[src/ritoa_pkg.sv]
// Package for the radix integer-to-ASCII converter: sizes, item and result
// structs, sequencer states and the digit-to-character function.
// No dependencies.
`timescale 1ns / 1ps

package ritoa_pkg;

  // Sizes
  localparam int VALUE_WIDTH   = 64;
  localparam int MAX_DIGITS    = 64;
  localparam int BITS_PER_STEP = 8;
  localparam int DIV_STEPS     = (VALUE_WIDTH + BITS_PER_STEP - 1) / BITS_PER_STEP;
  localparam int DIV_W         = DIV_STEPS * BITS_PER_STEP;
  localparam int STEP_W        = $clog2(DIV_STEPS + 1);
  localparam int ADDR_W        = $clog2(MAX_DIGITS);
  localparam int DIGIT_W       = 4;
  localparam int RADIX_W       = 5;

  // Radix limits and character codes
  localparam logic [7:0] RADIX_MIN    = 8'd2;
  localparam logic [7:0] RADIX_MAX    = 8'd16;
  localparam logic [3:0] DEC_LIMIT    = 4'd10;
  localparam logic [6:0] CHAR_ZERO    = 7'h30;
  localparam logic [6:0] CHAR_UPPER_A = 7'h41;
  localparam logic [6:0] CHAR_LOWER_A = 7'h61;
  localparam logic [6:0] CHAR_NONE    = 7'h00;

  typedef struct packed {
    logic [63:0] value;
    logic [7:0]  radix;
    logic        caps;
    logic        unsigned_mode;
  } item_t;

  typedef struct packed {
    logic [6:0] digit_char;
    logic       last_digit;
    logic       bad_radix;
  } result_t;

  typedef struct packed {
    logic start;  // begin one digit division
    logic load;   // with start: take a new dividend
  } div_ctrl_t;

  typedef struct packed {
    logic busy;
    logic done;       // quotient and remainder final this cycle
    logic quot_zero;
  } div_status_t;

  typedef enum logic [1:0] {
    S_IDLE,
    S_DIV,
    S_EMIT
  } state_e;

  // Map one digit to its ASCII code
  function automatic logic [6:0] digit_to_ascii(input logic [DIGIT_W-1:0] d,
                                                input logic upper);
    logic [6:0] letter;
    letter = upper ? CHAR_UPPER_A : CHAR_LOWER_A;
    if (d < DEC_LIMIT) begin
      return CHAR_ZERO + {3'b000, d};
    end
    return letter + {3'b000, d} - {3'b000, DEC_LIMIT};
  endfunction

endpackage

[src/ritoa_ram.sv]
// Generic single-write, single-read RAM with registered read data.
// No dependencies.
`timescale 1ns / 1ps

module ritoa_ram #(
  parameter int WIDTH = 4,
  parameter int DEPTH = 64
) (
  input  logic                     clk_i,
  input  logic                     we_i,
  input  logic [$clog2(DEPTH)-1:0] waddr_i,
  input  logic [WIDTH-1:0]         wdata_i,
  input  logic [$clog2(DEPTH)-1:0] raddr_i,
  output logic [WIDTH-1:0]         rdata_o
);

  logic [WIDTH-1:0] mem_q [DEPTH];
  logic [WIDTH-1:0] rdata_q;

  // Write port and registered read port
  always_ff @(posedge clk_i) begin
    if (we_i) begin
      mem_q[waddr_i] <= wdata_i;
    end
    rdata_q <= mem_q[raddr_i];
  end

  assign rdata_o = rdata_q;

endmodule

[src/ritoa_div.sv]
// Iterative divider by a small radix: BITS_PER_STEP restoring steps a cycle.
// The quotient stays in place so the next digit divides it again.
// Depends on ritoa_pkg.
`timescale 1ns / 1ps

module ritoa_div (
  input  logic                        clk_i,
  input  logic                        rst_ni,
  input  ritoa_pkg::div_ctrl_t        ctrl_i,
  input  logic [ritoa_pkg::DIV_W-1:0] value_i,
  input  logic [ritoa_pkg::RADIX_W-1:0] radix_i,
  output ritoa_pkg::div_status_t      status_o,
  output logic [ritoa_pkg::DIGIT_W-1:0] rem_o
);

  logic [ritoa_pkg::DIV_W-1:0]   acc_q, acc_d;
  logic [ritoa_pkg::DIGIT_W-1:0] rem_q, rem_d;
  logic [ritoa_pkg::STEP_W-1:0]  step_q;
  logic                          busy_q, done_q;
  logic                          last_step;

  assign last_step = (step_q == ritoa_pkg::STEP_W'(ritoa_pkg::DIV_STEPS - 1));

  // Shift dividend bits into the remainder, quotient bits into the low end
  always_comb begin
    logic [ritoa_pkg::RADIX_W-1:0] part;
    logic                          qbit;
    acc_d = acc_q;
    rem_d = rem_q;
    for (int i = 0; i < ritoa_pkg::BITS_PER_STEP; i++) begin
      part = {rem_d, acc_d[ritoa_pkg::DIV_W-1]};
      qbit = (part >= radix_i);
      rem_d = qbit ? ritoa_pkg::DIGIT_W'(part - radix_i)
                   : part[ritoa_pkg::DIGIT_W-1:0];
      acc_d = {acc_d[ritoa_pkg::DIV_W-2:0], qbit};
    end
  end

  // Datapath registers
  always_ff @(posedge clk_i) begin
    if (ctrl_i.start && ctrl_i.load) begin
      acc_q <= value_i;
    end else if (busy_q) begin
      acc_q <= acc_d;
    end
    if (ctrl_i.start) begin
      rem_q <= '0;
    end else if (busy_q) begin
      rem_q <= rem_d;
    end
  end

  // Step counter and done pulse
  always_ff @(posedge clk_i or negedge rst_ni) begin
    if (!rst_ni) begin
      busy_q <= 1'b0;
      done_q <= 1'b0;
      step_q <= '0;
    end else begin
      done_q <= busy_q && last_step;
      if (ctrl_i.start) begin
        busy_q <= 1'b1;
        step_q <= '0;
      end else if (busy_q) begin
        busy_q <= !last_step;
        step_q <= step_q + 1'b1;
      end
    end
  end

  assign status_o.busy      = busy_q;
  assign status_o.done      = done_q;
  assign status_o.quot_zero = (acc_q == '0);
  assign rem_o              = rem_q;

endmodule

[src/radix_integer_to_ascii_top.sv]
// Top level of the radix integer-to-ASCII converter: sequencer, digit store
// and result register. Depends on ritoa_pkg, ritoa_div and ritoa_ram.
`timescale 1ns / 1ps

//  channel  | ports                         | transfer
//  ---------+-------------------------------+----------------------------------
//  item     | start, item_i, busy           | edge with start high, busy low
//  result   | digit_valid_o, result_o       | every edge with digit_valid_o high
//
// Each digit is divided out in the shared divider, which handles 8 quotient
// bits a cycle; N digits then stream out one per cycle from the digit RAM.
// A bad radix gives its single result the cycle after the transfer and
// leaves busy low. Reset is asynchronous and clears the sequencer and
// strobe; the receiver cannot stall, so results never wait.

module radix_integer_to_ascii_top (
  input  logic               clk_i,
  input  logic               rst_ni,
  input  logic               start,
  output logic               busy,
  input  ritoa_pkg::item_t   item_i,
  output logic               digit_valid_o,
  output ritoa_pkg::result_t result_o
);

  ritoa_pkg::state_e              state_q, state_d;
  logic [ritoa_pkg::ADDR_W-1:0]   wr_idx_q, wr_idx_d;
  logic [ritoa_pkg::ADDR_W-1:0]   rd_idx_q, rd_idx_d;
  logic                           strobe_q, strobe_d;
  logic                           last_q, last_d;
  logic                           bad_q, bad_d;
  logic                           upper_q;
  logic [ritoa_pkg::RADIX_W-1:0]  radix_q;

  logic                               accept, bad_in, ram_we;
  logic [ritoa_pkg::VALUE_WIDTH-1:0]  val_in, mag;
  ritoa_pkg::div_ctrl_t               div_ctrl;
  ritoa_pkg::div_status_t             div_status;
  logic [ritoa_pkg::DIGIT_W-1:0]      div_rem, ram_rdata;

  assign accept = start && !busy;
  assign busy   = (state_q != ritoa_pkg::S_IDLE);
  assign bad_in = (item_i.radix < ritoa_pkg::RADIX_MIN) ||
                  (item_i.radix > ritoa_pkg::RADIX_MAX);

  // Take the magnitude in signed mode
  assign val_in = item_i.value[ritoa_pkg::VALUE_WIDTH-1:0];
  assign mag    = (!item_i.unsigned_mode && val_in[ritoa_pkg::VALUE_WIDTH-1])
                  ? (~val_in + 1'b1) : val_in;

  ritoa_div u_div (
    .clk_i    (clk_i),
    .rst_ni   (rst_ni),
    .ctrl_i   (div_ctrl),
    .value_i  (ritoa_pkg::DIV_W'(mag)),
    .radix_i  (radix_q),
    .status_o (div_status),
    .rem_o    (div_rem)
  );

  ritoa_ram #(
    .WIDTH (ritoa_pkg::DIGIT_W),
    .DEPTH (ritoa_pkg::MAX_DIGITS)
  ) u_digits (
    .clk_i   (clk_i),
    .we_i    (ram_we),
    .waddr_i (wr_idx_q),
    .wdata_i (div_rem),
    .raddr_i (rd_idx_q),
    .rdata_o (ram_rdata)
  );

  // Sequencer: divide out digits, then read them back most significant first
  always_comb begin
    state_d        = state_q;
    wr_idx_d       = wr_idx_q;
    rd_idx_d       = rd_idx_q;
    strobe_d       = 1'b0;
    last_d         = last_q;
    bad_d          = bad_q;
    ram_we         = 1'b0;
    div_ctrl.start = 1'b0;
    div_ctrl.load  = 1'b0;
    unique case (state_q)
      ritoa_pkg::S_IDLE: begin
        if (accept) begin
          if (bad_in) begin
            strobe_d = 1'b1;
            last_d   = 1'b1;
            bad_d    = 1'b1;
          end else begin
            div_ctrl.start = 1'b1;
            div_ctrl.load  = 1'b1;
            wr_idx_d       = '0;
            state_d        = ritoa_pkg::S_DIV;
          end
        end
      end
      ritoa_pkg::S_DIV: begin
        if (div_status.done) begin
          ram_we   = 1'b1;
          wr_idx_d = wr_idx_q + 1'b1;
          if (div_status.quot_zero ||
              wr_idx_q == ritoa_pkg::ADDR_W'(ritoa_pkg::MAX_DIGITS - 1)) begin
            rd_idx_d = wr_idx_q;
            state_d  = ritoa_pkg::S_EMIT;
          end else begin
            div_ctrl.start = 1'b1;
          end
        end
      end
      ritoa_pkg::S_EMIT: begin
        strobe_d = 1'b1;
        last_d   = (rd_idx_q == '0);
        bad_d    = 1'b0;
        if (rd_idx_q == '0) begin
          state_d = ritoa_pkg::S_IDLE;
        end else begin
          rd_idx_d = rd_idx_q - 1'b1;
        end
      end
      default: begin
        state_d = ritoa_pkg::S_IDLE;
      end
    endcase
  end

  // Control registers
  always_ff @(posedge clk_i or negedge rst_ni) begin
    if (!rst_ni) begin
      state_q  <= ritoa_pkg::S_IDLE;
      wr_idx_q <= '0;
      rd_idx_q <= '0;
      strobe_q <= 1'b0;
    end else begin
      state_q  <= state_d;
      wr_idx_q <= wr_idx_d;
      rd_idx_q <= rd_idx_d;
      strobe_q <= strobe_d;
    end
  end

  // Hold item options and result flags
  always_ff @(posedge clk_i) begin
    last_q <= last_d;
    bad_q  <= bad_d;
    if (accept && !bad_in) begin
      upper_q <= item_i.caps;
      radix_q <= item_i.radix[ritoa_pkg::RADIX_W-1:0];
    end
  end

  assign digit_valid_o       = strobe_q;
  assign result_o.digit_char = bad_q ? ritoa_pkg::CHAR_NONE
                                     : ritoa_pkg::digit_to_ascii(ram_rdata, upper_q);
  assign result_o.last_digit = last_q;
  assign result_o.bad_radix  = bad_q;

`ifndef SYNTHESIS
  // A bad radix result is always the only and last one
  a_bad_is_last: assert property (@(posedge clk_i) disable iff (!rst_ni)
    (digit_valid_o && result_o.bad_radix) |-> result_o.last_digit)
    else $error("bad radix result without last flag");

  // A digit strobe follows a read issued in the emit state
  a_digit_from_emit: assert property (@(posedge clk_i) disable iff (!rst_ni)
    (digit_valid_o && !result_o.bad_radix) |-> $past(state_q == ritoa_pkg::S_EMIT))
    else $error("digit strobe without emit read");

  // The divider only runs while the sequencer waits for it
  a_div_owned: assert property (@(posedge clk_i) disable iff (!rst_ni)
    div_status.busy |-> (state_q == ritoa_pkg::S_DIV))
    else $error("divider busy outside divide state");

  // Digits never overrun the store
  a_wr_in_range: assert property (@(posedge clk_i) disable iff (!rst_ni)
    (state_q == ritoa_pkg::S_DIV) |->
      (32'(wr_idx_q) < ritoa_pkg::MAX_DIGITS))
    else $error("digit index beyond store");
`endif

endmodule

[config.mk]
export PLATFORM = sky130hd
export DESIGN_NAME = radix_integer_to_ascii_top
export DESIGN_NICKNAME = d
export VERILOG_FILES = /design/src/ritoa_pkg.sv /design/src/ritoa_ram.sv /design/src/ritoa_div.sv /design/src/radix_integer_to_ascii_top.sv
export SDC_FILE = /design/constraint.sdc
export NUM_CORES = 1
export LEC_CHECK = 0
export ABC_AREA = 1
export BUFFER_PORTS_ARGS = -buffer_cell sky130_fd_sc_hd__buf_2
export CAP_MARGIN = 5
export CORE_MARGIN = 2
export CORE_UTILIZATION = 52
export DETAILED_ROUTE_END_ITERATION = 12
export GPL_TIMING_DRIVEN = 0
export HOLD_SLACK_MARGIN = 0.05
export PLACE_DENSITY = 0.65
export SLEW_MARGIN = 15
export SYNTH_ARGS = -nofsm -noshare
export SYNTH_HDL_FRONTEND = slang
export SYNTH_SLANG_ARGS = --single-unit
export TNS_END_PERCENT = 30
[constraint.sdc]
create_clock -name clk_i -period 21 [get_ports clk_i]
set_input_delay 1.05 -clock clk_i [delete_from_list [all_inputs] [get_ports clk_i]]
set_output_delay 1.05 -clock clk_i [all_outputs]
set_load 0.01 [all_outputs]
== Word level (Yosys, flattened, before mapping) ==
Memory sizes are Yosys's and may differ from the RTL's. A register that Yosys moved wholly into a read port is not among the register bits.
Cells that the tools add are included.

* Register bits after elaboration: 97
* Bits in writable memories: 256
* Input port bits: 77
* Output and inout bits: 11
* Word-level logic and storage cells: 127
* Memories kept: 1

* Add/subtract/negate cells: 15
* Order comparisons: 11
* Eq/ne operators: 11
* Mux-type cells: 51
* Bitwise logic cells: 1
* Reductions and logical operators: 24

{| class="wikitable"
|+ Memories
! memory !! depth !! bits a word !! read ports !! clocked after Yosys merged registers in !! wr ports !! RTL line !! text
|-
| u_digits.mem_q || 64 || 4 || 1 || 1 || 1 || ritoa_ram.sv:17 || <nowiki>logic [WIDTH-1:0] mem_q [DEPTH];</nowiki>
|}

{| class="wikitable"
|+ Operators with widths
! kind !! count
|-
| $mux 64 || 3
|-
| $add 64x1->64 const B || 1
|-
| $logic_not 64->1 || 1
|-
| $not 64->64 || 1
|-
| $mux 6 || 7
|-
| $ge 5x5->1 || 8
|-
| $mux 4 || 10
|-
| $sub 4x4->4 || 8
|-
| $pmux 6 s2 || 2
|-
| $mux 7 || 3
|-
| $mux 1 || 14
|-
| $mux 2 || 7
|-
| $ne 2x2->1 const B || 6
|-
| $reduce_bool 2->1 || 6
|-
| $gt 8x5->1 const B || 1
|-
| $lt 8x2->1 const B || 1
|-
| $pmux 1 s2 || 4
|-
| $reduce_and 4->1 || 2
|-
| $add 6x4->7 const A || 1
|-
| $add 7x4->7 || 1
|-
| $sub 7x4->7 const B || 1
|-
| $add 6x1->6 const B || 1
|-
| $eq 6x6->1 const B || 1
|-
| $logic_not 6->1 || 1
|-
| other kinds (14) || 22
|}

== Logic depth before layout (Yosys ltp) ==
* Depth in word-level cells: 17
* Mapped depth: 73
* Gate-level depth less buffers: 73

== Cells and area by module ==
From an unflattened synthesis, not the netlist that was laid out.

* Cell total of the unflattened synthesis: 2270
* Area, all modules: 19779.0 µm²

{| class="wikitable"
|+ By module, submodules not included
! module !! instances !! cells each !! area an instance (µm²) !! sequential area each (µm²)
|-
| ritoa_ram || 1 || 948 || 10881.7 || 7767.4
|-
| ritoa_div || 1 || 637 || 5167.5 || 2152.1
|-
| radix_integer_to_ascii_top || 1 || 685 || 3729.8 || 615.6
|}

== Worst setup path after synthesis ==
OpenSTA, ideal clock, no wires.

* Kind: flip-flop to flip-flop
* Start: register u_div.rem_q (netlist bit u_div.rem_o[1])
* End: register u_div.rem_q (netlist bit u_div.rem_o[2])
* Library setup time: 0.117 ns
* Arrival time: 9.708 ns
* Data required time: 20.883 ns
* Setup slack: 11.175 ns
* Cell stages (with the launch flop): 64
* Path buffers: 0
* Period minus slack after synthesis: 9.825 ns
* Cell sequence: dfxtp_1 > ha_1 > a21o_1 > a21boi_1 > nand3_1 > nand2_1 > nand2_1 > ha_1 > a21o_1 > a21boi_0 > nand3_1 > inv_1 > o21ai_1 > ha_1 > nand2_1 > inv_1 > nand3b_1 > nand3_1 > [... 28 more ...] > inv_1 > ha_1 > nand2_1 > nor2_1 > nand2_1 > nand3_1 > nor2_1 > nand3_1 > and2_1 > ha_1 > a21oi_1 > o211ai_1 > nor2_1 > inv_1 > nand2_1 > nand2_1 > nand3_1 > nand2_1

* Longest elaborated chain between the ends: 16
* Elaborated cells between the ends (all ways): 24
* Those cells by class: add/sub (8); order compare (8); mux (8)

{| class="wikitable"
|+ RTL lines
! what !! RTL line !! text
|-
| start, declared || ritoa_div.sv:17 || <nowiki>logic [ritoa_pkg::DIGIT_W-1:0] rem_q, rem_d;</nowiki>
|-
| start signal, assigned || ritoa_div.sv:49 || <nowiki>rem_q <= rem_d;</nowiki>
|-
| $sub 4x4->4 / $ge 5x5->1 (equally long branches) || ritoa_div.sv:33, ritoa_div.sv:32 ||
|-
| $mux 4 * || ritoa_div.sv:33 || <nowiki>rem_d = qbit ? ritoa_pkg::DIGIT_W'(part - radix_i)</nowiki>
|-
| $sub 4x4->4 / $ge 5x5->1 (equally long branches) || ritoa_div.sv:33, ritoa_div.sv:32 ||
|-
| $mux 4 * || ritoa_div.sv:33 ||
|-
| $ge 5x5->1 / $sub 4x4->4 (equally long branches) || ritoa_div.sv:32, ritoa_div.sv:33 ||
|-
| $mux 4 * || ritoa_div.sv:33 ||
|-
| $sub 4x4->4 / $ge 5x5->1 (equally long branches) || ritoa_div.sv:33, ritoa_div.sv:32 ||
|-
| $mux 4 * || ritoa_div.sv:33 ||
|-
| $sub 4x4->4 / $ge 5x5->1 (equally long branches) || ritoa_div.sv:33, ritoa_div.sv:32 ||
|-
| $mux 4 * || ritoa_div.sv:33 ||
|-
| $sub 4x4->4 / $ge 5x5->1 (equally long branches) || ritoa_div.sv:33, ritoa_div.sv:32 ||
|-
| $mux 4 * || ritoa_div.sv:33 ||
|-
| $ge 5x5->1 / $sub 4x4->4 (equally long branches) || ritoa_div.sv:32, ritoa_div.sv:33 ||
|-
| $mux 4 * || ritoa_div.sv:33 ||
|-
| $sub 4x4->4 / $ge 5x5->1 (equally long branches) || ritoa_div.sv:33, ritoa_div.sv:32 ||
|-
| $mux 4 * || ritoa_div.sv:33 ||
|}

Mark *: on every way between the ends. The rest lies on a longest branch, timed or not.
A chain may end at the register's enable or synchronous reset.

== Worst setup path in the final report ==
* Start: register radix_q[1] in the netlist's numbering
* End: register u_div.rem_q (netlist bit u_div.rem_o[2])

* Longest elaborated chain between the ends: 16
* Elaborated cells between the ends (all ways): 24
* Those cells by class: add/sub (8); order compare (8); mux (8)

{| class="wikitable"
|+ RTL lines
! what !! RTL line !! text
|-
| start, declared || radix_integer_to_ascii_top.sv:33 || <nowiki>logic [ritoa_pkg::RADIX_W-1:0] radix_q;</nowiki>
|-
| start signal, assigned || radix_integer_to_ascii_top.sv:149 || <nowiki>radix_q <= item_i.radix[ritoa_pkg::RADIX_W-1:0];</nowiki>
|-
| $sub 4x4->4 / $ge 5x5->1 (equally long branches) || ritoa_div.sv:33, ritoa_div.sv:32 ||
|-
| $mux 4 || ritoa_div.sv:33 ||
|-
| $sub 4x4->4 / $ge 5x5->1 (equally long branches) || ritoa_div.sv:33, ritoa_div.sv:32 ||
|-
| $mux 4 || ritoa_div.sv:33 ||
|-
| $sub 4x4->4 / $ge 5x5->1 (equally long branches) || ritoa_div.sv:33, ritoa_div.sv:32 ||
|-
| $mux 4 || ritoa_div.sv:33 ||
|-
| $ge 5x5->1 / $sub 4x4->4 (equally long branches) || ritoa_div.sv:32, ritoa_div.sv:33 ||
|-
| $mux 4 || ritoa_div.sv:33 ||
|-
| $sub 4x4->4 / $ge 5x5->1 (equally long branches) || ritoa_div.sv:33, ritoa_div.sv:32 ||
|-
| $mux 4 || ritoa_div.sv:33 ||
|-
| $sub 4x4->4 / $ge 5x5->1 (equally long branches) || ritoa_div.sv:33, ritoa_div.sv:32 ||
|-
| $mux 4 || ritoa_div.sv:33 ||
|-
| $ge 5x5->1 / $sub 4x4->4 (equally long branches) || ritoa_div.sv:32, ritoa_div.sv:33 ||
|-
| $mux 4 || ritoa_div.sv:33 ||
|-
| $sub 4x4->4 / $ge 5x5->1 (equally long branches) || ritoa_div.sv:33, ritoa_div.sv:32 ||
|-
| $mux 4 * || ritoa_div.sv:33 ||
|}

Marked as above.

==> impl_metrics.py <==
metrics = {
    "placed_design": {
        "dp_slack_ns": 9.31,
        "port_buffers": 87,
        "hpwl_um": 43600,
        "routabilityCongestion": 0.974,
    },
    "drt": {
        "drt_iter0_markers": 2003,
        "wire_per_inst_um": 22.0,
        "final_antenna_net_count": 0,
        "vias": 16400,
        "firstDrtPassIters": 6,
        "routed_wl_um": 61700,
        "drc_errors": 0,
        "routed_via_density": 5.82,
    },
    "clock_network": {
        "clockBufferDepth": 3,
        "clkLatencyLatePin_ns": 0.57,
        "cts.sink_count": 357,
        "cts_root_buf": "clkbuf_16",
        "cts_buffers": 39,
        "path_clk_slew_ns": 0.06,
        "cts_tree": "built",
        "post_cts_buffers": 0,
        "holdBufCountCts": 0,
        "post_cts_resized": 0,
        "h-tree-depth": 2,
    },
    "yosys": {
        "ys_seq_area_frac": 0.544,
        "ys_warn_count": 0,
        "avgSynthCellArea_um2": 8.89,
        "synth_cell_types": 48,
        "netlist_instances": 2181,
        "ys_ff_latch": 357,
        "syn-cell-area_um2": 19400,
        "syn-num-nets": 2312,
        "synth_commonest_cells": "nand2_1, nor2_1, edfxtp_1, o21ai_0, inv_1",
        "synth_edf_count": 328,
        "synth_top_area_frac": 0.508,
        "synth.most_common_cell": "nand2_1",
        "synth_area_leaders": "edfxtp_1, nand2_1, nor2_1",
        "yosys.area.top_type": "edfxtp_1",
        "yosys_most_used_dff": "edfxtp_1",
        "async_reset_ff_frac": 0.0588,
    },
    "final_layout": {
        "n_fill_cell": 3232,
        "drive_gt1_frac": 0.114,
        "areaGrowthSynthToFinish_pct": 12.3,
        "final_nets": 2442,
    },
    "sta": {
        "worst_slack_ns": 9.24,
        "period_needed_ns": 11.76,
        "skew_ns": 0.0382,
        "rsz0062_at_grt": "false",
        "slew_headroom": 0.362,
        "finalHoldViolCount": 0,
        "setup_violations": 0,
        "max_freq_ghz": 0.0850,
        "slew_viol_final": 0,
        "fin_tns_setup_ns": 0,
        "tightest_slew_ns": 0.957,
        "fin_crit_sh": 0.560,
    },
    "grt": {
        "grtUsageTotal": 0.319,
        "grt-ovfl-total": 0,
        "grt_max_degree": 68,
        "grt_pass1_vias": 15700,
        "antenna_found_initial": 0,
        "grt_pass1_wl_um": 91700,
    },
    "die": {
        "chipWidth_um": 197,
        "ioPinCount": 88,
        "core_region_area_um2": 36700,
        "die_area_um2": 38800,
        "start_util": 0.528,
        "num_rows": 70,
        "fp.dieH_um": 197,
    },
    "worst_setup_path": {
        "cp_data_arrival_time_ns": 12.20,
        "crit_type": "flip-flop to flip-flop",
        "slowest_delay_ns": 0.69,
        "cp-end-kind": "flip-flop",
        "path_delay_family": "simple AND/OR/NAND/NOR gates",
        "critPathLaunchType": "flip-flop",
        "critPathBufInv": 12,
        "cpMaxStageDelayCell": "edfxtp_1",
        "cp_max_fo": 10,
        "cp_common_cell": "nand2_1",
        "required_ns": 21.44,
    },
    "job": {
        "drv_cap": 0,
    },
    "worst_hold_path": {
        "hp-class": "input pin to asynchronous set/reset pin",
    },
    "run_status": {
        "status": "finished clean",
    },
}
==> kinds of logic (layout without fill, tap and decap cells) <==
family / count (synthesis) / after routing / share of synthesized area
simple gates: 1173 / 1173 / 0.255
flops: 357 / 357 / 0.544
compound gates: 315 / 315 / 0.0919
buf+inv: 238 / 398 / 0.0513
fa+ha+maj: 54 / 54 / 0.0380
xor+xnor: 44 / 44 / 0.0199
other cells: 0 / 1 / 0
==> flip-flops by register name (all words and copies together), names as in the netlist <==
signal and count:
u_digits.mem_q 256, u_div.busy_q 1, u_digits.rdata_o 4, upper_q 1, wr_idx_q 6, u_div.acc_q 64
last_q 1, u_div.step_q 4, u_div.rem_o 4, digit_valid_o 1, u_div.done_q 1, state_q 2
bad_q 1, radix_q 5, rd_idx_q 6
==> stage by stage <==
stage | util | instance area [µm²] | std cells | hold WS (ns)
2_1_floorplan | - | 19400 | 2181 | 0.491
3_3_place_gp | 0.556 | 20400 | 2736 | 0.532
3_5_place_dp | 0.558 | 20500 | 2738 | 0.536
4_1_cts | 0.593 | 21800 | 2809 | 0.466
5_1_grt | 0.593 | 21800 | 2809 | 0.498
6_report | 0.593 | 21800 | 2810 | 0.457
==> cell type report <==
| class | count | area (µm²) | area share |
|---|---|---|---|
| sequential | 357 | 10600 | 0.485 |
| multi-input combinational | 1586 | 7860 | 0.361 |
| clock buffer | 47 | 1060 | 0.0486 |
| inverter | 159 | 597 | 0.0274 |
| tap | 468 | 586 | 0.0269 |
| timing repair buffer | 89 | 483 | 0.0222 |
| buffer | 79 | 398 | 0.0183 |
| clock inverter | 24 | 239 | 0.0110 |
| antenna | 1 | 2.50 | 0.000115 |
==> path summary, 6_finish.rpt <==
kind                       cells after the start  slack (ns)                     endpoint                   startpoint
setup / recovery                              66        9.24  u_div.rem_o[2]$_SDFFE_PP0P_         radix_q[1]$_DFFE_PP_
hold / removal                                 1        0.46      rd_idx_q[3]$_DFFE_PN0P_                       rst_ni
setup reg to reg                              66        9.24  u_div.rem_o[2]$_SDFFE_PP0P_         radix_q[1]$_DFFE_PP_
hold reg to reg                                2        0.54  u_div.rem_o[0]$_SDFFE_PP0P_  u_div.rem_o[0]$_SDFFE_PP0P_
max in group asynchronous                      1       20.17      wr_idx_q[3]$_DFFE_PN0P_                       rst_ni
min in group clk_i                             2        0.54  u_div.rem_o[0]$_SDFFE_PP0P_  u_div.rem_o[0]$_SDFFE_PP0P_
==> cells in the final DEF, fill, tap and decap left out, types with 23 or more instances in the layout <==
master / instances
nand2_1: 504
nor2_1: 418
edfxtp_1: 328
o21ai_0: 155
inv_1: 148
nand3_1: 142
buf_2: 129
ha_1: 46
clkbuf_16: 41
o21ai_1: 40
a21oi_1: 35
nand4_1: 33
xor2_1: 32
clkbuf_1: 29
o211ai_1: 27
o22ai_1: 23
==> per-layer routing <==
metal | up-vias | global-route usage | routed length (µm)
met5 | - | 0 | 0
met4 | 0 | 0.132 | 2500
met3 | 152 | 0.0379 | 4950
met2 | 810 | 0.541 | 29300
met1 | 7729 | 0.418 | 24900
li1 | 7671 | - | -
Power is left out: the tool's default activity adds up to more than one toggle a clock period on the data nets, which glitch-free logic cannot reach.
